[src/sv/npdhc_pkg.sv]
package npdhc_pkg;

  // configuration port
  localparam int CFG_IDX_W  = 2;
  localparam int CFG_DATA_W = 32;

  localparam logic [CFG_IDX_W-1:0] REG_BASE_GAIN   = 2'd0;
  localparam logic [CFG_IDX_W-1:0] REG_SQUARE_GAIN = 2'd1;
  localparam logic [CFG_IDX_W-1:0] REG_RATE_GAIN   = 2'd2;
  localparam logic [CFG_IDX_W-1:0] REG_RATE_SMOOTH = 2'd3;

  // microprogram
  localparam int PC_W = 5;

  // multiplier operand A
  localparam logic [3:0] A_DELTA = 4'd0;
  localparam logic [3:0] A_SR    = 4'd1;
  localparam logic [3:0] A_AE    = 4'd2;
  localparam logic [3:0] A_E2LO  = 4'd3;
  localparam logic [3:0] A_E2HI  = 4'd4;
  localparam logic [3:0] A_ACC   = 4'd5;
  localparam logic [3:0] A_KPLO  = 4'd6;
  localparam logic [3:0] A_KPHI  = 4'd7;
  localparam logic [3:0] A_RGAIN = 4'd8;

  // multiplier operand B
  localparam logic [2:0] B_W     = 3'd0;
  localparam logic [2:0] B_WINV  = 3'd1;
  localparam logic [2:0] B_AE    = 3'd2;
  localparam logic [2:0] B_SG    = 3'd3;
  localparam logic [2:0] B_MAGIC = 3'd4;
  localparam logic [2:0] B_SR    = 3'd5;

  // datapath operations
  localparam logic [4:0] OP_NOP      = 5'd0;
  localparam logic [4:0] OP_PREP     = 5'd1;
  localparam logic [4:0] OP_PRIME    = 5'd2;
  localparam logic [4:0] OP_ACC_LOAD = 5'd3;
  localparam logic [4:0] OP_ACC_ADD  = 5'd4;
  localparam logic [4:0] OP_FILT     = 5'd5;
  localparam logic [4:0] OP_ACC_HI32 = 5'd6;
  localparam logic [4:0] OP_KP_SQ    = 5'd7;
  localparam logic [4:0] OP_BASE5    = 5'd8;
  localparam logic [4:0] OP_KP_CUT   = 5'd9;
  localparam logic [4:0] OP_P_HI     = 5'd10;
  localparam logic [4:0] OP_P_SAT    = 5'd11;
  localparam logic [4:0] OP_PD       = 5'd12;
  localparam logic [4:0] OP_ROUND    = 5'd13;
  localparam logic [4:0] OP_EMIT     = 5'd14;

  // jump conditions
  localparam logic [1:0] J_NONE   = 2'd0;
  localparam logic [1:0] J_PRIME  = 2'd1;
  localparam logic [1:0] J_CUT    = 2'd2;
  localparam logic [1:0] J_ALWAYS = 2'd3;

  // entry points
  localparam logic [PC_W-1:0] PC_CUT   = 5'd9;
  localparam logic [PC_W-1:0] PC_PTERM = 5'd12;
  localparam logic [PC_W-1:0] PC_PRIME = 5'd19;

  typedef struct packed {
    logic [3:0]      a_sel;
    logic [2:0]      b_sel;
    logic [4:0]      op;
    logic [1:0]      jmp;
    logic [PC_W-1:0] target;
    logic            last;
  } ucode_t;

  typedef struct packed {
    logic prime;
    logic cut;
  } cond_t;

  typedef struct packed {
    ucode_t word;
    logic   fire;
  } ctl_t;

endpackage

[src/sv/npdhc_useq.sv]
module npdhc_useq
  import npdhc_pkg::*;
(
  input  logic  clk,
  input  logic  rst,
  input  logic  start,
  input  cond_t cond,
  input  logic  hold,
  output ctl_t  ctl,
  output logic  busy
);

  logic [PC_W-1:0] pc;
  logic            running;
  ucode_t          word;
  logic            taken;

  function automatic ucode_t rom(input logic [PC_W-1:0] addr);
    ucode_t u;
    case (addr)
      5'd0:  u = '{A_DELTA, B_W,     OP_PREP,     J_PRIME,  PC_PRIME, 1'b0};
      5'd1:  u = '{A_DELTA, B_W,     OP_NOP,      J_NONE,   5'd0,     1'b0};
      5'd2:  u = '{A_SR,    B_WINV,  OP_ACC_LOAD, J_NONE,   5'd0,     1'b0};
      5'd3:  u = '{A_AE,    B_AE,    OP_ACC_ADD,  J_NONE,   5'd0,     1'b0};
      5'd4:  u = '{A_DELTA, B_W,     OP_FILT,     J_CUT,    PC_CUT,   1'b0};
      5'd5:  u = '{A_E2LO,  B_SG,    OP_NOP,      J_NONE,   5'd0,     1'b0};
      5'd6:  u = '{A_E2HI,  B_SG,    OP_ACC_HI32, J_NONE,   5'd0,     1'b0};
      5'd7:  u = '{A_DELTA, B_W,     OP_ACC_ADD,  J_NONE,   5'd0,     1'b0};
      5'd8:  u = '{A_DELTA, B_W,     OP_KP_SQ,    J_ALWAYS, PC_PTERM, 1'b0};
      5'd9:  u = '{A_DELTA, B_W,     OP_BASE5,    J_NONE,   5'd0,     1'b0};
      5'd10: u = '{A_ACC,   B_MAGIC, OP_NOP,      J_NONE,   5'd0,     1'b0};
      5'd11: u = '{A_DELTA, B_W,     OP_KP_CUT,   J_NONE,   5'd0,     1'b0};
      5'd12: u = '{A_KPLO,  B_AE,    OP_NOP,      J_NONE,   5'd0,     1'b0};
      5'd13: u = '{A_KPHI,  B_AE,    OP_ACC_LOAD, J_NONE,   5'd0,     1'b0};
      5'd14: u = '{A_RGAIN, B_SR,    OP_P_HI,     J_NONE,   5'd0,     1'b0};
      5'd15: u = '{A_DELTA, B_W,     OP_P_SAT,    J_NONE,   5'd0,     1'b0};
      5'd16: u = '{A_DELTA, B_W,     OP_PD,       J_NONE,   5'd0,     1'b0};
      5'd17: u = '{A_DELTA, B_W,     OP_ROUND,    J_NONE,   5'd0,     1'b0};
      5'd18: u = '{A_DELTA, B_W,     OP_EMIT,     J_NONE,   5'd0,     1'b1};
      5'd19: u = '{A_DELTA, B_W,     OP_PRIME,    J_NONE,   5'd0,     1'b1};
      default: u = '{A_DELTA, B_W,   OP_NOP,      J_NONE,   5'd0,     1'b1};
    endcase
    return u;
  endfunction

  assign word = rom(pc);

  always_comb begin
    unique case (word.jmp)
      J_NONE:   taken = 1'b0;
      J_PRIME:  taken = cond.prime;
      J_CUT:    taken = cond.cut;
      J_ALWAYS: taken = 1'b1;
      default:  taken = 1'b0;
    endcase
  end

  // the final step waits for the output register to free up
  assign ctl.word = word;
  assign ctl.fire = running && !(word.last && hold);
  assign busy     = running;

  always_ff @(posedge clk) begin
    if (rst) begin
      running <= 1'b0;
      pc      <= '0;
    end else if (start) begin
      running <= 1'b1;
      pc      <= '0;
    end else if (ctl.fire) begin
      if (word.last) begin
        running <= 1'b0;
      end else begin
        pc <= taken ? word.target : pc + PC_W'(1);
      end
    end
  end

endmodule

[src/sv/nonlinear_pd_heading_controller.sv]
// Channel   Signals                                         Transfer when
// item      item_valid, item_stall, target_angle,           item_valid && !item_stall
//           measured_angle, vision_error, restart
// result    result_valid, result_stall, correction          result_valid && !result_stall
// config    cfg_wen, cfg_index, cfg_data                    cfg_wen
//
// One item at a time. A tick runs 16 microprogram steps (15 when the vision
// error cuts the gain, 2 on a priming tick) after the cycle it is taken in;
// every step goes through the one shared 33x33 multiplier.
// Synchronous active-high reset; restores register defaults, unprimed.
// The result register lets the next item enter while a result waits; the
// final step holds only while that register is still full and stalled.
module nonlinear_pd_heading_controller
  import npdhc_pkg::*;
#(
  parameter int ANGLE_FRAC_BITS = 12
) (
  input  logic                  clk,
  input  logic                  rst,
  input  logic                  cfg_wen,
  input  logic [CFG_IDX_W-1:0]  cfg_index,
  input  logic [CFG_DATA_W-1:0] cfg_data,
  input  logic                  item_valid,
  output logic                  item_stall,
  input  logic signed [23:0]    target_angle,
  input  logic signed [23:0]    measured_angle,
  input  logic signed [15:0]    vision_error,
  input  logic                  restart,
  output logic                  result_valid,
  input  logic                  result_stall,
  output logic signed [16:0]    correction
);

  localparam int MUL_W    = 33;
  localparam int PROD_W   = 2 * MUL_W;
  localparam int ACC_W    = 56;
  localparam int KP_W     = 48;
  localparam int SQ_SHIFT = 2 * ANGLE_FRAC_BITS - 16;
  localparam logic signed [ACC_W-1:0] LIM     = ACC_W'(64'd12 << ANGLE_FRAC_BITS);
  localparam logic signed [ACC_W-1:0] P_LIMIT = ACC_W'(64'd1 << 52);
  localparam logic [31:0] MAGIC10 = 32'hCCCC_CCCD;  // x/10 == (x*MAGIC10) >> 35
  localparam logic [16:0] ONE_Q16 = 17'h10000;

  // configuration
  logic [23:0] base_gain;
  logic [31:0] square_gain;
  logic [23:0] rate_gain;
  logic [16:0] rate_smoothing;

  // controller state and datapath
  logic signed [23:0]       err_r;
  logic signed [23:0]       last_err;
  logic signed [24:0]       delta_r;
  logic [23:0]              ae_r;
  logic signed [25:0]       sr;
  logic [46:0]              e2_r;
  logic [KP_W-1:0]          kp_r;
  logic signed [49:0]       d_r;
  logic signed [ACC_W-1:0]  acc;
  logic signed [PROD_W-1:0] prod;
  logic                     sat_r;
  logic                     restart_r;
  logic                     cut_r;
  logic                     primed;

  logic               take;
  logic signed [24:0] diff;
  logic signed [23:0] err_in;
  logic [16:0]        w;
  logic [16:0]        w_inv;
  logic signed [MUL_W-1:0] mul_a;
  logic signed [MUL_W-1:0] mul_b;
  logic signed [ACC_W-1:0] rnd;
  logic signed [ACC_W-1:0] emit_val;
  logic                    emit;

  ctl_t  ctl;
  cond_t cond;
  logic  busy;

  function automatic logic signed [ACC_W-1:0] round16(input logic signed [ACC_W-1:0] x);
    logic signed [ACC_W-1:0] bias;
    // half away from zero: negative values take half minus one, then floor
    bias = x[ACC_W-1] ? ACC_W'(32767) : ACC_W'(32768);
    return (x + bias) >>> 16;
  endfunction

  assign take       = item_valid && !item_stall;
  assign item_stall = busy;

  assign diff = 25'(target_angle) - 25'(measured_angle);
  always_comb begin
    if (diff[24] != diff[23]) begin
      err_in = diff[24] ? 24'sh800000 : 24'sh7FFFFF;
    end else begin
      err_in = diff[23:0];
    end
  end

  assign w     = (rate_smoothing > ONE_Q16) ? ONE_Q16 : rate_smoothing;
  assign w_inv = ONE_Q16 - w;

  assign cond.prime = !primed || restart_r;
  assign cond.cut   = cut_r;

  npdhc_useq u_seq (
    .clk   (clk),
    .rst   (rst),
    .start (take),
    .cond  (cond),
    .hold  (result_valid && result_stall),
    .ctl   (ctl),
    .busy  (busy)
  );

  always_comb begin
    unique case (ctl.word.a_sel)
      A_DELTA: mul_a = MUL_W'(delta_r);
      A_SR:    mul_a = MUL_W'(sr);
      A_AE:    mul_a = MUL_W'(ae_r);
      A_E2LO:  mul_a = MUL_W'(e2_r[31:0]);
      A_E2HI:  mul_a = MUL_W'(e2_r[46:32]);
      A_ACC:   mul_a = MUL_W'(acc[24:0]);
      A_KPLO:  mul_a = MUL_W'(kp_r[27:0]);
      A_KPHI:  mul_a = MUL_W'(kp_r[KP_W-1:28]);
      A_RGAIN: mul_a = MUL_W'(rate_gain);
      default: mul_a = '0;
    endcase
    unique case (ctl.word.b_sel)
      B_W:     mul_b = MUL_W'(w);
      B_WINV:  mul_b = MUL_W'(w_inv);
      B_AE:    mul_b = MUL_W'(ae_r);
      B_SG:    mul_b = MUL_W'(square_gain);
      B_MAGIC: mul_b = MUL_W'(MAGIC10);
      B_SR:    mul_b = MUL_W'(sr);
      default: mul_b = '0;
    endcase
  end

  assign rnd = round16(acc);

  // output clamp, negation folded into the compare
  always_comb begin
    if (acc > LIM) begin
      emit_val = -LIM;
    end else if (acc < -LIM) begin
      emit_val = LIM;
    end else begin
      emit_val = -acc;
    end
  end

  assign emit = ctl.fire && (ctl.word.op == OP_EMIT || ctl.word.op == OP_PRIME);

  always_ff @(posedge clk) begin
    if (rst) begin
      base_gain      <= 24'd0;
      square_gain    <= 32'd0;
      rate_gain      <= 24'd1311;
      rate_smoothing <= 17'd52429;
    end else if (cfg_wen) begin
      unique case (cfg_index)
        REG_BASE_GAIN:   base_gain      <= cfg_data[23:0];
        REG_SQUARE_GAIN: square_gain    <= cfg_data;
        REG_RATE_GAIN:   rate_gain      <= cfg_data[23:0];
        REG_RATE_SMOOTH: rate_smoothing <= cfg_data[16:0];
        default: ;
      endcase
    end
  end

  always_ff @(posedge clk) begin
    if (take) begin
      err_r     <= err_in;
      restart_r <= restart;
      cut_r     <= (vision_error >= 16'sd192) || (vision_error <= -16'sd192);
    end
  end

  always_ff @(posedge clk) begin
    if (rst) begin
      primed <= 1'b0;
    end else if (ctl.fire && ctl.word.op == OP_PRIME) begin
      primed <= 1'b1;
    end
  end

  always_ff @(posedge clk) begin
    if (ctl.fire) begin
      prod <= PROD_W'(mul_a) * PROD_W'(mul_b);
      unique case (ctl.word.op)
        OP_PREP: begin
          delta_r <= 25'(err_r) - 25'(last_err);
          ae_r    <= err_r[23] ? 24'(-err_r) : 24'(err_r);
        end
        OP_PRIME: begin
          last_err <= err_r;
          sr       <= '0;
        end
        OP_ACC_LOAD: acc <= prod[ACC_W-1:0];
        OP_ACC_ADD:  acc <= acc + $signed(prod[ACC_W-1:0]);
        OP_FILT: begin
          sr       <= rnd[25:0];
          last_err <= err_r;
          e2_r     <= prod[46:0];
        end
        OP_ACC_HI32: acc  <= ACC_W'(prod[63:32]);
        OP_KP_SQ:    kp_r <= KP_W'(base_gain) + KP_W'(acc >>> SQ_SHIFT);
        OP_BASE5:    acc  <= ACC_W'(base_gain) + ACC_W'(5);
        OP_KP_CUT:   kp_r <= KP_W'(prod[PROD_W-1:35]);
        OP_P_HI: begin
          // upper partial product of gain times |error|
          acc   <= acc + ACC_W'({prod[23:0], 28'd0});
          sat_r <= |prod[PROD_W-1:24];
        end
        OP_P_SAT: begin
          if (sat_r || acc > P_LIMIT) begin
            acc <= P_LIMIT;
          end
          d_r <= prod[49:0];
        end
        OP_PD:    acc <= err_r[23] ? ACC_W'(d_r) - acc : ACC_W'(d_r) + acc;
        OP_ROUND: acc <= rnd;
        default: ;
      endcase
    end
  end

  always_ff @(posedge clk) begin
    if (rst) begin
      result_valid <= 1'b0;
    end else if (emit) begin
      result_valid <= 1'b1;
    end else if (result_valid && !result_stall) begin
      result_valid <= 1'b0;
    end
  end

  always_ff @(posedge clk) begin
    if (emit) begin
      correction <= (ctl.word.op == OP_PRIME) ? 17'sd0 : emit_val[16:0];
    end
  end

  a_take_holds_off: assert property (@(posedge clk) disable iff (rst)
    take |=> item_stall)
    else $error("item transfer did not block the input");

  a_last_step_emits: assert property (@(posedge clk) disable iff (rst)
    ctl.fire && ctl.word.last |=> result_valid)
    else $error("final step left no result");

  a_primed_sticks: assert property (@(posedge clk) disable iff (rst)
    primed |=> primed)
    else $error("controller lost its primed state");

endmodule

[config.mk]
export PLATFORM = sky130hd
export DESIGN_NAME = nonlinear_pd_heading_controller
export DESIGN_NICKNAME = d
export VERILOG_FILES = /design/src/sv/npdhc_pkg.sv /design/src/sv/npdhc_useq.sv /design/src/sv/nonlinear_pd_heading_controller.sv
export SDC_FILE = /design/constraint.sdc
export NUM_CORES = 2
export LEC_CHECK = 0
export BUFFER_PORTS_ARGS = -buffer_cell sky130_fd_sc_hd__buf_4
export CAP_MARGIN = 20
export CELL_PAD_IN_SITES_DETAIL_PLACEMENT = 1
export CELL_PAD_IN_SITES_GLOBAL_PLACEMENT = 1
export CORE_MARGIN = 5
export CORE_UTILIZATION = 24
export DETAILED_ROUTE_END_ITERATION = 6
export PLACE_DENSITY_LB_ADDON = 0.1
export SLEW_MARGIN = 20
export SYNTH_ARGS = -nofsm -noshare
export SYNTH_HDL_FRONTEND = slang
export SYNTH_SLANG_ARGS = --single-unit
[constraint.sdc]
create_clock -name clk -period 10.5 [get_ports clk]
set_input_delay 0 -clock clk [delete_from_list [all_inputs] [get_ports clk]]
set_output_delay 0 -clock clk [all_outputs]
set_load 0.01 [all_outputs]
### Word level (Yosys, flattened, before mapping)

Memory sizes are Yosys's and may differ from the RTL's. A register that Yosys moved wholly into a read port is not among the register bits.
Cells that the tools add are included.

| cells by class | value |
|---|---|
| $add $sub $neg | 13 |
| multipliers | 1 |
| order comparisons | 6 |
| eq/ne operators | 35 |
| muxes and demuxes | 23 |
| bitwise logic cells | 1 |
| reductions and logical operators | 44 |

Operators by type and width:

| cell | count |
|---|---|
| $pmux 56 s8 | 1 |
| $pmux 33 s9 | 1 |
| $pmux 33 s6 | 1 |
| $mux 56 | 2 |
| $pmux 48 s2 | 1 |
| $mul 33x33->66 | 1 |
| $add 50x56->56 | 1 |
| $add 56x17->56 | 1 |
| $add 56x52->56 | 1 |
| $add 56x56->56 | 1 |
| $gt 56x17->1 const B | 1 |
| $gt 56x54->1 const B | 1 |
| $lt 56x17->1 const B | 1 |
| $sub 50x56->56 | 1 |
| $pmux 26 s2 | 1 |
| $mux 17 | 3 |
| $sub 24x24->25 | 2 |
| $add 24x48->48 | 1 |
| $mux 24 | 2 |
| $reduce_or 42->1 | 1 |
| $eq 5x4->1 const B | 7 |
| $reduce_and 2->1 | 13 |
| $add 24x3->25 const B | 1 |
| $neg 24->24 | 1 |
| other kinds (37) | 76 |

| storage, ports and cells | value |
|---|---|
| flip-flop bits (word level) | 515 |
| memory bits (read-only) | 608 |
| input bits | 104 |
| output and inout bits | 19 |
| logic and storage cells | 149 |
| memories kept | 1 |

Memory list:

| name | words | width | rd ports | clocked after Yosys merged registers in | write ports | line | text |
|---|---|---|---|---|---|---|---|
| (no name shown) | 32 | 19 | 1 | 1 | 0 | npdhc_useq.sv:20 | `case (addr)` |

### Longest topological paths before layout

| logic depth | value |
|---|---|
| depth in word-level cells | 7 |
| gate-level depth with buffers | 43 |
| depth with buffers taken out | 40 |

### By module

A second synthesis with hierarchy kept.

| second synthesis, totals | value |
|---|---|
| cells, all modules | 8,404 |
| area, all modules | 75,199.6 um^2 |

Modules (own cells, without submodules):

| module | times used | cells an instance | area an instance (um^2) | sequential area each (um^2) |
|---|---|---|---|---|
| nonlinear_pd_heading_controller | 1 | 8,262 | 73,954.7 | 14,293.7 |
| npdhc_useq | 1 | 142 | 1,244.9 | 460.4 |

### Worst setup path after synthesis

Ideal clock, no wire load.

| timing | value |
|---|---|
| path type | reg-to-reg |
| start point | register rate_smoothing[2] |
| end point | register prod[63], data pin |
| library setup time | 264 ps |
| arrival time | 9,977 ps |
| required time | 10,236 ps |
| setup slack | 260 ps |
| stages on the path, launching flop included | 37 |
| path buffers | 1 |
| clock period less this slack | 10,240 ps |
| cells stage by stage | dfxtp_1 > nor3_1 > nand2_1 > or3_1 > or3_1 > nor3_1 > nand2_1 > o21ai_2 > o221ai_1 > a221oi_1 > clkbuf_1 > nor2_1 > fa_1 > fa_1 > fa_1 > inv_1 > fa_1 > fa_1 > fa_1 > inv_1 > fa_1 > inv_1 > fa_1 > inv_1 > ha_1 > and3_1 > nand2_1 > or3b_2 > o21ai_1 > a31oi_1 > o21ai_0 > a31oi_1 > nor3b_1 > nand3_1 > a31oi_1 > a221oi_1 > xnor2_1 |

| on the way | value |
|---|---|
| longest elaborated chain between the ends | 5 |

RTL lines:

| item | line | text |
|---|---|---|
| from (decl) | nonlinear_pd_heading_controller.sv:48 | `logic [16:0] rate_smoothing;` |
| from (signal assigned) | nonlinear_pd_heading_controller.sv:166 | `REG_RATE_SMOOTH: rate_smoothing <= cfg_data[16:0];` |
| $gt 17x17->1 | nonlinear_pd_heading_controller.sv:100 | `assign w = (rate_smoothing > ONE_Q16) ? ONE_Q16 : rate_smoothing;` |
| $mux 17 * | nonlinear_pd_heading_controller.sv:100 |  |
| $sub 17x17->17 | nonlinear_pd_heading_controller.sv:101 | `assign w_inv = ONE_Q16 - w;` |
| $pmux 33 s6 * | nonlinear_pd_heading_controller.sv:129 | `unique case (ctl.word.b_sel)` |
| $mul 33x33->66 * | nonlinear_pd_heading_controller.sv:190 | `prod <= PROD_W'(mul_a) * PROD_W'(mul_b);` |
| to (signal assigned) | nonlinear_pd_heading_controller.sv:190 |  |
| to (decl) | nonlinear_pd_heading_controller.sv:60 | `logic signed [PROD_W-1:0] prod;` |

Mark *: on every way between the ends. The rest lies on a longest branch, timed or not.
A chain may end at the register's enable or synchronous reset.

### Worst setup path after layout

| timing | value |
|---|---|
| start point | register rate_smoothing[4] |
| end point | register prod[64], data pin |

The elaborated chain is that of the path after synthesis.

==> impl_metrics.ini <==
[floorplan]
die_h_um = 566
placementRows = 204
start_util_pct = 24.1
num_io_pins = 123
die_x_um = 566
dieArea_mm2 = 0.320
core_area_mm2 = 0.308

[timing]
fin_skew_ns = 0.0409
slew_viol_final = 0
finalHoldViolCount = 0
timing.fmax_ghz = 0.0979
slew_headroom_pct = 12.3
grt_setup_unrepaired = true
fin_setup_tns_ns = 0
post-route-min-period_ns = 10.21
worstMarginPinSlew_ns = 1.30
setup_violations = 0
fin_crit_sh_pct = 97.3

[logic_synthesis]
ys_ff_latch = 532
netlist_instances = 8278
synth_common_cells = inv_1, fa_1, nand2_1
synthTopCellsByArea = fa_1, edfxtp_1, ha_1, inv_1, nand2_1
synth_edf_count = 410
syn_area_mm2 = 0.0742
ys_warn_count = 0
syn_nets = 9981
yosysTopAreaCell = fa_1
postSynthAreaPerCell_um2 = 8.96
ys.flop_type = edfxtp_1
yosysMostFrequentCell = inv_1
async_flop_share_pct = 0
synth_top_area_share_pct = 31.1
ys_seq_area_share_pct = 19.9
synthDistinctLibCells = 91

[setup_path]
critPathLaunchType = flop
crit_top_cell = fa_1
r2r_slack_ns = 0.29
cp-end-kind = flop
regToRegStartpoint = rate_smoothing[4]$_SDFFE_PP0P_
slowest_delay_ns = 0.54
rr_worst_depth = 45
worstPathRequired_ns = 10.94
worstPathArrival_ns = 10.65
cp_max_fo = 8
worst_r2r_endpoint = prod[64]$_DFFE_PP_
cp.buffers_inverters = 14
crit_path_top_delay_cell = fa_1
crit_family = adder cells
critPathKind = reg -> reg

[placed_design]
dpl.hpwl_mm = 296
place_congestion = 0.888
io_buffers = 122
place_area_mm2 = 0.0847
place_inst = 12700

[clock_network]
cts.path.max_buffers = 3
clock-root-buffer = clkbuf_16
cts_made_buffers = 72
clk_pin_slew_worst_paths_ns = 0.06
tritoncts = built
ctsHtreeMaxLevel = 3
clock-sinks = 532
clock_latency_ns = 0.71

[cells_and_area]
drive_gt1_share_pct = 12.9
nets = 10500
nFillCells = 35900
synthToLayoutAreaGrowth_pct = 20.4
final_cells = 13000
fin_area_mm2 = 0.0893

[hold_path]
whs_endpoint = err_r[17]$_DFFE_PP_
hold_depth = 5
hold_class = in -> reg
worstHoldStart = measured_angle[16]

[drt]
firstDrtPassIters = 6
drc = 0
vias = 62700
drtAntennaViolNets = 0
viasPerCell = 4.83
dr.first_iter.drc_count = 4555
post_drt_wl_per_cell_um = 27.6
wirelength_mm = 358

[global_route]
grt_max_degree = 92
grt_pass1_wl_mm = 510
grt_usage_pct = 21.8
antenna_found_initial = 30
grt-ovfl-total = 0
grt_pass1_vias = 67100

[job]
maxCapViolCount = 0

[outcome]
status = complete, no violations
## cells by family after synthesis
group,share of synthesized area [%]
buffers and inverters,8.76
AND/OR/NAND/NOR,15.1
flip-flops,19.9
multiplexers,0.565
XOR/XNOR,5.04
AO/OA/AOI/OAI,12.0
adder cells (fa/ha/maj),38.6
## cell type report
type	count	area, um2	area share, %
Antenna cell	6	15.0	0.0168
Sequential cell	532	14800	16.5
Inverter	1324	4980	5.57
Multi-Input combinational cell	6019	54300	60.7
Tap cell	4120	5150	5.77
Clock inverter	39	567	0.634
Timing Repair Buffer	838	7660	8.58
Clock buffer	91	1930	2.16
## routing by layer
metal  routed length [um]  GRT usage (%)  up-vias  part of all wire, %
met4                 9830           5.13        8                  2.8
met1               176000           33.0    33000                   49
li1                     -              -    27800                    -
met3                15800           1.98      316                  4.4
met2               156000           33.5     1491                   44
met5                   54              0        -                0.015
## tightest hold or removal path, cell delays in order
cell      delay (ns)
buf_4           0.10
inv_1           0.04
ha_1            0.18
a211oi_1        0.07
o31ai_1         0.21
## sequential cells by signal, summed over array words and instances (netlist names), 25 cells and up
signal and flops:
acc 56, d_r 50, delta_r 25, e2_r 47, kp_r 48, prod 66
square_gain 32, sr 26
## stage by stage
| step | utilization, % | setup WS (ns) | hold WS, ns |
|---|---|---|---|
| final | 29.0 | 0.288 | 0.0524 |
| after global routing | 29.0 | -0.0650 | 0.0858 |
| after CTS | 28.6 | 0.00205 | 0.000303 |
| after detailed placement | 27.5 | -0.723 | 0.184 |
| after global placement | 27.5 | -0.697 | 0.181 |
| after floorplan | - | 0.260 | 0.0989 |
## cells in the final DEF (no fill, tap or decap), drive strengths merged, types with 26 or more instances in the layout
| cell | Yosys | routed |
|---|---|---|
| a211oi | 35 | 35 |
| a21o | 144 | 144 |
| a21oi | 426 | 426 |
| a221oi | 62 | 62 |
| a22oi | 63 | 63 |
| a31oi | 49 | 49 |
| and2 | 62 | 62 |
| and3 | 54 | 54 |
| buf | 26 | 744 |
| clkbuf | 377 | 95 |
| dfxtp | 122 | 122 |
| dlygate4sd3 | 0 | 90 |
| edfxtp | 410 | 410 |
| fa | 1151 | 1151 |
| ha | 448 | 448 |
| inv | 1323 | 1326 |
| mux2i | 34 | 34 |
| nand2 | 1140 | 1140 |
| nand2b | 56 | 56 |
| nand3 | 108 | 108 |
| nand3b | 26 | 26 |
| nand4 | 51 | 51 |
| nor2 | 784 | 784 |
| nor2b | 67 | 67 |
| nor3 | 79 | 79 |
| nor4 | 29 | 29 |
| o21a | 44 | 44 |
| o21ai | 254 | 254 |
| o21bai | 45 | 45 |
| o22ai | 39 | 39 |
| or2 | 30 | 30 |
| or3 | 34 | 34 |
| xnor2 | 299 | 299 |
| xor2 | 127 | 127 |
## worst max path at each step
stage / startpoint / to / slack [ns] / depth (start not counted)
after floorplan: rate_smoothing[2]$_SDFFE_PP1P_ / prod[63]$_DFFE_PP_ / 0.26 / 36
after global placement: rate_smoothing[2]$_SDFFE_PP1P_ / prod[55]$_DFFE_PP_ / -0.70 / 39
after detailed placement: u_seq.word[19]$_SDFF_PP0_ / prod[55]$_DFFE_PP_ / -0.72 / 37
after CTS: rate_smoothing[2]$_SDFFE_PP1P_ / prod[63]$_DFFE_PP_ / 0.002 / 43
after global routing: rate_smoothing[4]$_SDFFE_PP0P_ / prod[64]$_DFFE_PP_ / -0.06 / 45
final: rate_smoothing[4]$_SDFFE_PP0P_ / prod[64]$_DFFE_PP_ / 0.29 / 45
## timing repair
action,CTS,global route
gates cloned,1,3
buffers inserted,4,22
gates resized for setup,34,197
setup endpoints to repair,21,27
hold buffers,91,0
pin swaps,13,116
endpoints found under the hold margin,154,0
Power is not shown: default switching activity piles up to over one toggle a cycle in this logic, so the estimate is an artifact.
